===== src/hdl/rgbhsv_pkg.sv =====
// shared widths and constants for the 8-bit rgb to hsv converter
`default_nettype none

package rgbhsv_pkg;

	// pixel channel width
	localparam int PIX_W = 8;

	// quotient bits, one restoring step per pipeline stage
	localparam int QUO_W = 8;

	// dividend width: 361*d and 510*d + mx both stay below 2**17
	localparam int DIV_W = 17;

	// divisor width: 2*d and 2*mx
	localparam int DVS_W = PIX_W + 1;

	// signed hue numerator: up to 5*d, down to -d
	localparam int NUM_W = PIX_W + 4;

	// signed scaled hue before wrap
	localparam int T_W = DIV_W + 2;

	// arithmetic constants
	localparam int HUE_SCALE  = 60;
	localparam int FULL_TURN  = 360;
	localparam int SAT_SCALE  = 510;
	localparam int HUE_MAX    = 180;

	// front stages ahead of the divider
	localparam int FRONT_STAGES = 3;

	// clock edges from the start edge to the edge that takes the result
	localparam int PIPE_LAT = FRONT_STAGES + QUO_W;

endpackage

`default_nettype wire


===== src/hdl/rgb_to_hsv_8bit.sv =====
// Pixel pipeline: a transaction taken at a clock edge passes the front stages and the
// divider stages; done is driven straight from the valid bit of the last divider stage.
// Throughput is one pixel per clock; busy stays low since the receiver cannot stall.
// Depth is set by the two restoring dividers, one quotient bit per stage, eight stages.
// arst_n clears all valid bits at once; no transaction is in flight after reset.
`default_nettype none

module rgb_to_hsv_8bit (
	input  logic                         clk,
	input  logic                         arst_n,
	input  logic                         start,
	output logic                         busy,
	input  logic [rgbhsv_pkg::PIX_W-1:0] red,
	input  logic [rgbhsv_pkg::PIX_W-1:0] green,
	input  logic [rgbhsv_pkg::PIX_W-1:0] blue,
	output logic                         done,
	output logic [rgbhsv_pkg::PIX_W-1:0] hue,
	output logic [rgbhsv_pkg::PIX_W-1:0] saturation,
	output logic [rgbhsv_pkg::PIX_W-1:0] brightness
);
	import rgbhsv_pkg::*;

	typedef enum logic [1:0] {SEC_RED, SEC_GREEN, SEC_BLUE} sector_t;

	// payload of one divider stage
	typedef struct packed {
		logic             grey;
		logic [PIX_W-1:0] mx;
		logic [DIV_W-1:0] hrem;
		logic [DVS_W-1:0] hdvs;
		logic [QUO_W-1:0] hquo;
		logic [DIV_W-1:0] srem;
		logic [DVS_W-1:0] sdvs;
		logic [QUO_W-1:0] squo;
	} div_st_t;

	// never stalls
	assign busy = 1'b0;

	logic take;
	assign take = start && !busy;

	// stage 1: pick the largest channel, smallest channel and hue difference
	sector_t                 sec_c;
	logic [PIX_W-1:0]        mx_c;
	logic [PIX_W-1:0]        mn_c;
	logic signed [PIX_W:0]   diff_c;

	always_comb begin
		if (red >= green && red >= blue) begin
			sec_c  = SEC_RED;
			mx_c   = red;
			mn_c   = (green < blue) ? green : blue;
			diff_c = $signed({1'b0, green}) - $signed({1'b0, blue});
		end else if (green >= blue) begin
			sec_c  = SEC_GREEN;
			mx_c   = green;
			mn_c   = (red < blue) ? red : blue;
			diff_c = $signed({1'b0, blue}) - $signed({1'b0, red});
		end else begin
			sec_c  = SEC_BLUE;
			mx_c   = blue;
			mn_c   = (red < green) ? red : green;
			diff_c = $signed({1'b0, red}) - $signed({1'b0, green});
		end
	end

	logic                  vld_s1;
	sector_t               sec_s1;
	logic [PIX_W-1:0]      mx_s1;
	logic [PIX_W-1:0]      mn_s1;
	logic signed [PIX_W:0] diff_s1;

	always_ff @(posedge clk or negedge arst_n) begin
		if (!arst_n) begin
			vld_s1 <= 1'b0;
		end else begin
			vld_s1 <= take;
		end
	end

	always_ff @(posedge clk) begin
		sec_s1  <= sec_c;
		mx_s1   <= mx_c;
		mn_s1   <= mn_c;
		diff_s1 <= diff_c;
	end

	// stage 2: spread and hue numerator with the sector offset
	logic [PIX_W-1:0]        d_c;
	logic signed [NUM_W-1:0] d_ext_c;
	logic signed [NUM_W-1:0] num_c;

	assign d_c     = mx_s1 - mn_s1;
	assign d_ext_c = $signed(NUM_W'(d_c));

	always_comb begin
		case (sec_s1)
			SEC_RED:   num_c = NUM_W'(diff_s1);
			SEC_GREEN: num_c = NUM_W'(diff_s1) + (d_ext_c <<< 1);
			SEC_BLUE:  num_c = NUM_W'(diff_s1) + (d_ext_c <<< 2);
			default:   num_c = NUM_W'(diff_s1);
		endcase
	end

	logic                    vld_s2;
	logic                    grey_s2;
	logic [PIX_W-1:0]        mx_s2;
	logic [PIX_W-1:0]        d_s2;
	logic signed [NUM_W-1:0] num_s2;

	always_ff @(posedge clk or negedge arst_n) begin
		if (!arst_n) begin
			vld_s2 <= 1'b0;
		end else begin
			vld_s2 <= vld_s1;
		end
	end

	always_ff @(posedge clk) begin
		grey_s2 <= (d_c == '0);
		mx_s2   <= mx_s1;
		d_s2    <= d_c;
		num_s2  <= num_c;
	end

	// stage 3: scaled dividends, negative hue wraps by a full turn
	logic signed [T_W-1:0] d_t_c;
	logic signed [T_W-1:0] wrap_c;
	logic signed [T_W-1:0] t_c;
	logic [DIV_W-1:0]      sden_c;

	assign d_t_c  = $signed(T_W'(d_s2));
	assign wrap_c = (num_s2 < 0) ? d_t_c * T_W'(FULL_TURN) : '0;
	assign t_c    = T_W'(num_s2) * T_W'(HUE_SCALE) + wrap_c + d_t_c;
	assign sden_c = DIV_W'(d_s2) * DIV_W'(SAT_SCALE) + DIV_W'(mx_s2);

	logic    vld_s3;
	div_st_t div_s3;

	always_ff @(posedge clk or negedge arst_n) begin
		if (!arst_n) begin
			vld_s3 <= 1'b0;
		end else begin
			vld_s3 <= vld_s2;
		end
	end

	always_ff @(posedge clk) begin
		div_s3.grey <= grey_s2;
		div_s3.mx   <= mx_s2;
		div_s3.hrem <= t_c[DIV_W-1:0];
		div_s3.hdvs <= {d_s2, 1'b0};
		div_s3.hquo <= '0;
		div_s3.srem <= sden_c;
		div_s3.sdvs <= {mx_s2, 1'b0};
		div_s3.squo <= '0;
	end

	// stages 4 to 11: restoring division, most significant quotient bit first
	logic    div_vld_s [QUO_W];
	div_st_t div_s     [QUO_W];

	for (genvar k = 0; k < QUO_W; k++) begin : g_div
		localparam int BIT = QUO_W - 1 - k;

		logic             src_vld;
		div_st_t          src;
		div_st_t          nxt;
		logic [DIV_W-1:0] hsh;
		logic [DIV_W-1:0] ssh;
		logic             hge;
		logic             sge;

		if (k == 0) begin : g_first
			assign src_vld = vld_s3;
			assign src     = div_s3;
		end else begin : g_next
			assign src_vld = div_vld_s[k-1];
			assign src     = div_s[k-1];
		end

		// trial subtract of the shifted divisors
		always_comb begin
			hsh            = DIV_W'(src.hdvs) << BIT;
			ssh            = DIV_W'(src.sdvs) << BIT;
			hge            = (src.hrem >= hsh);
			sge            = (src.srem >= ssh);
			nxt            = src;
			nxt.hrem       = hge ? (src.hrem - hsh) : src.hrem;
			nxt.srem       = sge ? (src.srem - ssh) : src.srem;
			nxt.hquo[BIT]  = hge;
			nxt.squo[BIT]  = sge;
		end

		always_ff @(posedge clk or negedge arst_n) begin
			if (!arst_n) begin
				div_vld_s[k] <= 1'b0;
			end else begin
				div_vld_s[k] <= src_vld;
			end
		end

		always_ff @(posedge clk) begin
			div_s[k] <= nxt;
		end
	end

	// result ports, grey pixels force hue and saturation to zero
	assign done       = div_vld_s[QUO_W-1];
	assign hue        = div_s[QUO_W-1].grey ? '0 : div_s[QUO_W-1].hquo;
	assign saturation = div_s[QUO_W-1].grey ? '0 : div_s[QUO_W-1].squo;
	assign brightness = div_s[QUO_W-1].mx;

endmodule

`default_nettype wire


===== config.mk =====
export PLATFORM = sky130hd
export DESIGN_NAME = rgb_to_hsv_8bit
export DESIGN_NICKNAME = d
export VERILOG_FILES = /design/src/hdl/rgbhsv_pkg.sv /design/src/hdl/rgb_to_hsv_8bit.sv
export SDC_FILE = /design/constraint.sdc
export NUM_CORES = 1
export LEC_CHECK = 0
export BUFFER_PORTS_ARGS = -buffer_cell sky130_fd_sc_hd__buf_2
export CORE_MARGIN = 2
export CORE_UTILIZATION = 60
export DETAILED_ROUTE_END_ITERATION = 8
export PLACE_DENSITY = 0.77
export SYNTH_ARGS = -nofsm -noshare
export SYNTH_HDL_FRONTEND = slang
export SYNTH_SLANG_ARGS = --single-unit
export TNS_END_PERCENT = 10

===== constraint.sdc =====
create_clock -name clk -period 6.82 [get_ports clk]
set_clock_uncertainty 0.05 [all_clocks]
set_input_delay 1.023 -clock clk [delete_from_list [all_inputs] [get_ports clk]]
set_output_delay 1.023 -clock clk [all_outputs]
set_load 0.02 [all_outputs]

==> flow_metrics.py <==
metrics = {
    "layout": {
        "stdcell_count": 3483,
        "fill_cells": 3444,
        "n_antenna_cell": 0,
        "drive_gt1_share_pct": 7.33,
        "nets": 3254,
        "areaGrowthSynthToFinish_pct": 10.3,
    },
    "synth": {
        "synth.most_common_cell": "dfxtp_1",
        "synth_edf_count": 0,
        "ys_seq_area_share_pct": 40.0,
        "syn_area_per_cell_um2": 9.61,
        "synth-main-ff-cell": "dfxtp_1",
        "ys_top_cells_by_count": "dfxtp_1 (521), inv_1 (404), ha_1 (293)",
        "yosysTopAreaCellShare_pct": 39.0,
        "postSynthCellCount": 2786,
        "synth_fp_nets": 3190,
        "synth_seq_cells": 532,
        "yosysTopAreaCell": "dfxtp_1",
        "yosysUniqueCellTypes": 88,
        "synth_area_um2": 26800,
        "synthArstFlopShare_pct": 2.07,
        "netlist_top_cells_area": "dfxtp_1 (39%), ha_1 (14%), fa_1 (6.3%)",
        "ys.warnings.count": 0,
    },
    "floorplan": {
        "core_um2": 44100,
        "initial_utilization_pct": 60.7,
        "die_y_um": 215,
        "die_w_um": 215,
        "fp.dieArea_um2": 46300,
        "num_io_pins": 53,
        "core.rowCount": 77,
    },
    "clock_network": {
        "cts_sinks": 532,
        "clkLatencyLatePin_ns": 0.60,
        "cts_tree": "built",
        "postCtsHoldBufs": 0,
        "post_cts.repair.setup_buffers": 0,
        "ctsLongestPathBuffers": 3,
        "htreeDepth": 2,
        "path_clk_slew_ns": 0.06,
        "cts-root-buf": "clkbuf_16",
        "post_cts_resized": 0,
        "cts_inserted_buffers": 53,
    },
    "setup_path": {
        "path_class": "flop to flop",
        "crit_path_max_fanout": 10,
        "start_kind": "flop",
        "arrival_ns": 5.98,
        "critPathCaptureType": "flop",
        "cp.required_ns": 7.29,
    },
    "routing": {
        "drt.antenna.violating_nets": 0,
        "wl_mm": 52.8,
        "vias_per_cell": 5.44,
        "firstDrtPassIters": 5,
        "drt-wirelength-per-cell_um": 15.2,
        "drt-initial-drc-count": 823,
        "dr_total_vias": 19000,
        "drc_errors": 0,
    },
    "grt": {
        "grt_pass1_vias": 19900,
        "grtUsageTotal_pct": 23.4,
        "grt_overflow_total": 0,
        "antenna_found_initial": 0,
        "grt_max_degree": 38,
        "grt_pass1_wl_mm": 90.7,
    },
    "timing": {
        "period_needed_ns": 5.51,
        "grt_setup_unrepaired": "no",
        "drv_slew": 0,
        "fmax_ghz": 0.181,
        "min_period_over_period_pct": 80.8,
        "finalSetupViolCount": 0,
        "setup_tns_ns": 0,
        "worst_pin_slew_ns": 1.23,
        "slew_headroom_pct": 16.9,
        "hold_violations": 0,
        "hold_ws_ns": 0.240,
    },
    "place": {
        "portBuffers": 51,
        "place_congestion": 0.919,
        "dp_cells": 3387,
        "dpl.hpwl_mm": 40.5,
    },
    "worst_hold_path": {
        "hp-class": "primary input to async pin",
    },
    "outcome": {
        "status": "complete, no violations",
    },
    "job": {
        "drv_cap": 0,
    },
}
[cell type report]
cell class / count / area (µm²) / share of cell area [%]
clock inverter: 25 / 387 / 1.31
timing repair buffer: 55 / 285 / 0.967
tap: 592 / 741 / 2.51
inverter: 406 / 1520 / 5.16
multi-input combinational: 1802 / 14300 / 48.6
sequential: 532 / 10700 / 36.3
clock buffer: 71 / 1530 / 5.20
[metrics by stage]
| stage | area, µm² | worst slack [ns] | utilization [%] |
|---|---|---|---|
| floorplan | 26800 | 1.90 | - |
| global placement | 27600 | 1.57 | 62.5 |
| detailed placement | 27600 | 1.32 | 62.5 |
| CTS | 29500 | 1.30 | 66.9 |
| global route | 29500 | 0.944 | 66.9 |
| finish | 29500 | 1.31 | 66.9 |
[sequential cells by signal, indices dropped and copies added, names as in the netlist]
name and count:
div_s 417, div_s3 48, num_s2 12, diff_s1 9, d_s2 8, g_div.src_vld 8
mn_s1 8, mx_s1 8, mx_s2 8, sec_s1 2, done 1, grey_s2 1
vld_s1 1, vld_s2 1
[worst max-delay path, cell delays in order (launching register included)]
cell and delay [ns]:
dfxtp_1 0.60, ha_1 0.34, inv_1 0.08, fa_1 0.45, fa_1 0.53, inv_1 0.05
ha_1 0.31, nor2b_1 0.16, o21ai_0 0.22, a21oi_1 0.12, o21ai_0 0.20, nand2b_1 0.12
a21o_1 0.19, a21oi_1 0.17, mux2i_1 0.24, ha_1 0.27, ha_1 0.35, nand2_1 0.09
nor2_1 0.04, a211oi_1 0.19, o21ai_0 0.14, xnor2_1 0.20, xnor2_1 0.16, xor2_1 0.17
[final timing paths]
kind,startpoint,to,cells past startpoint,slack [ns]
max in group asynchronous,arst_n,g_div[7].src_vld,1,6.29
max,d_s2[3],div_s3[67],23,1.31
min in group clk,div_s[0][153],div_s[0][230],0,0.26
max reg2reg,d_s2[3],div_s3[67],23,1.31
min,arst_n,vld_s2,1,0.24
min reg2reg,div_s[0][153],div_s[0][230],0,0.26
[kinds of logic (layout without fill, tap and decap cells)]
family | Yosys count | in the layout | synth area share, %
xor gates and xnor gates | 178 | 178 | 5.82
other | 1 | 1 | 0.0140
adders and majority gates | 377 | 377 | 20.0
and+or+nand+nor | 654 | 654 | 12.7
muxes | 55 | 55 | 2.18
AOI/OAI and AO/OA | 537 | 537 | 12.8
DFF | 532 | 532 | 40.0
buffers and inverters | 452 | 557 | 6.48
[per-layer routing]
layer  up-vias  routed length, µm  part of all wire, %  global-route usage, %
met5         -                  0                    0                      0
met4         0               2170                  4.1                   11.0
met3       149               1760                  3.3                   3.20
met2       377              27100                   51                   44.1
met1      8864              21700                   41                   25.9
li1       9569                  -                    -                      -
[layout by cell type, fill, tap and decap left out, drive strengths merged, types with 13 or more instances in the layout]
cell	instances
nand2	126
o21a	31
xnor2	104
mux2	27
nor2	143
inv	406
a21oi	162
nand3	33
buf	55
o21ai	142
nor3	89
mux2i	28
xor2	74
clkbuf	71
a211oi	21
a21boi	19
nor4	34
or3	15
fa	84
dfxtp	521
nand4	27
nand2b	48
clkinv	13
ha	293
o31ai	14
nor2b	67
a21o	50
Power is left out: the tool's default activity adds up to more than one toggle a clock period on the data nets, which glitch-free logic cannot reach.
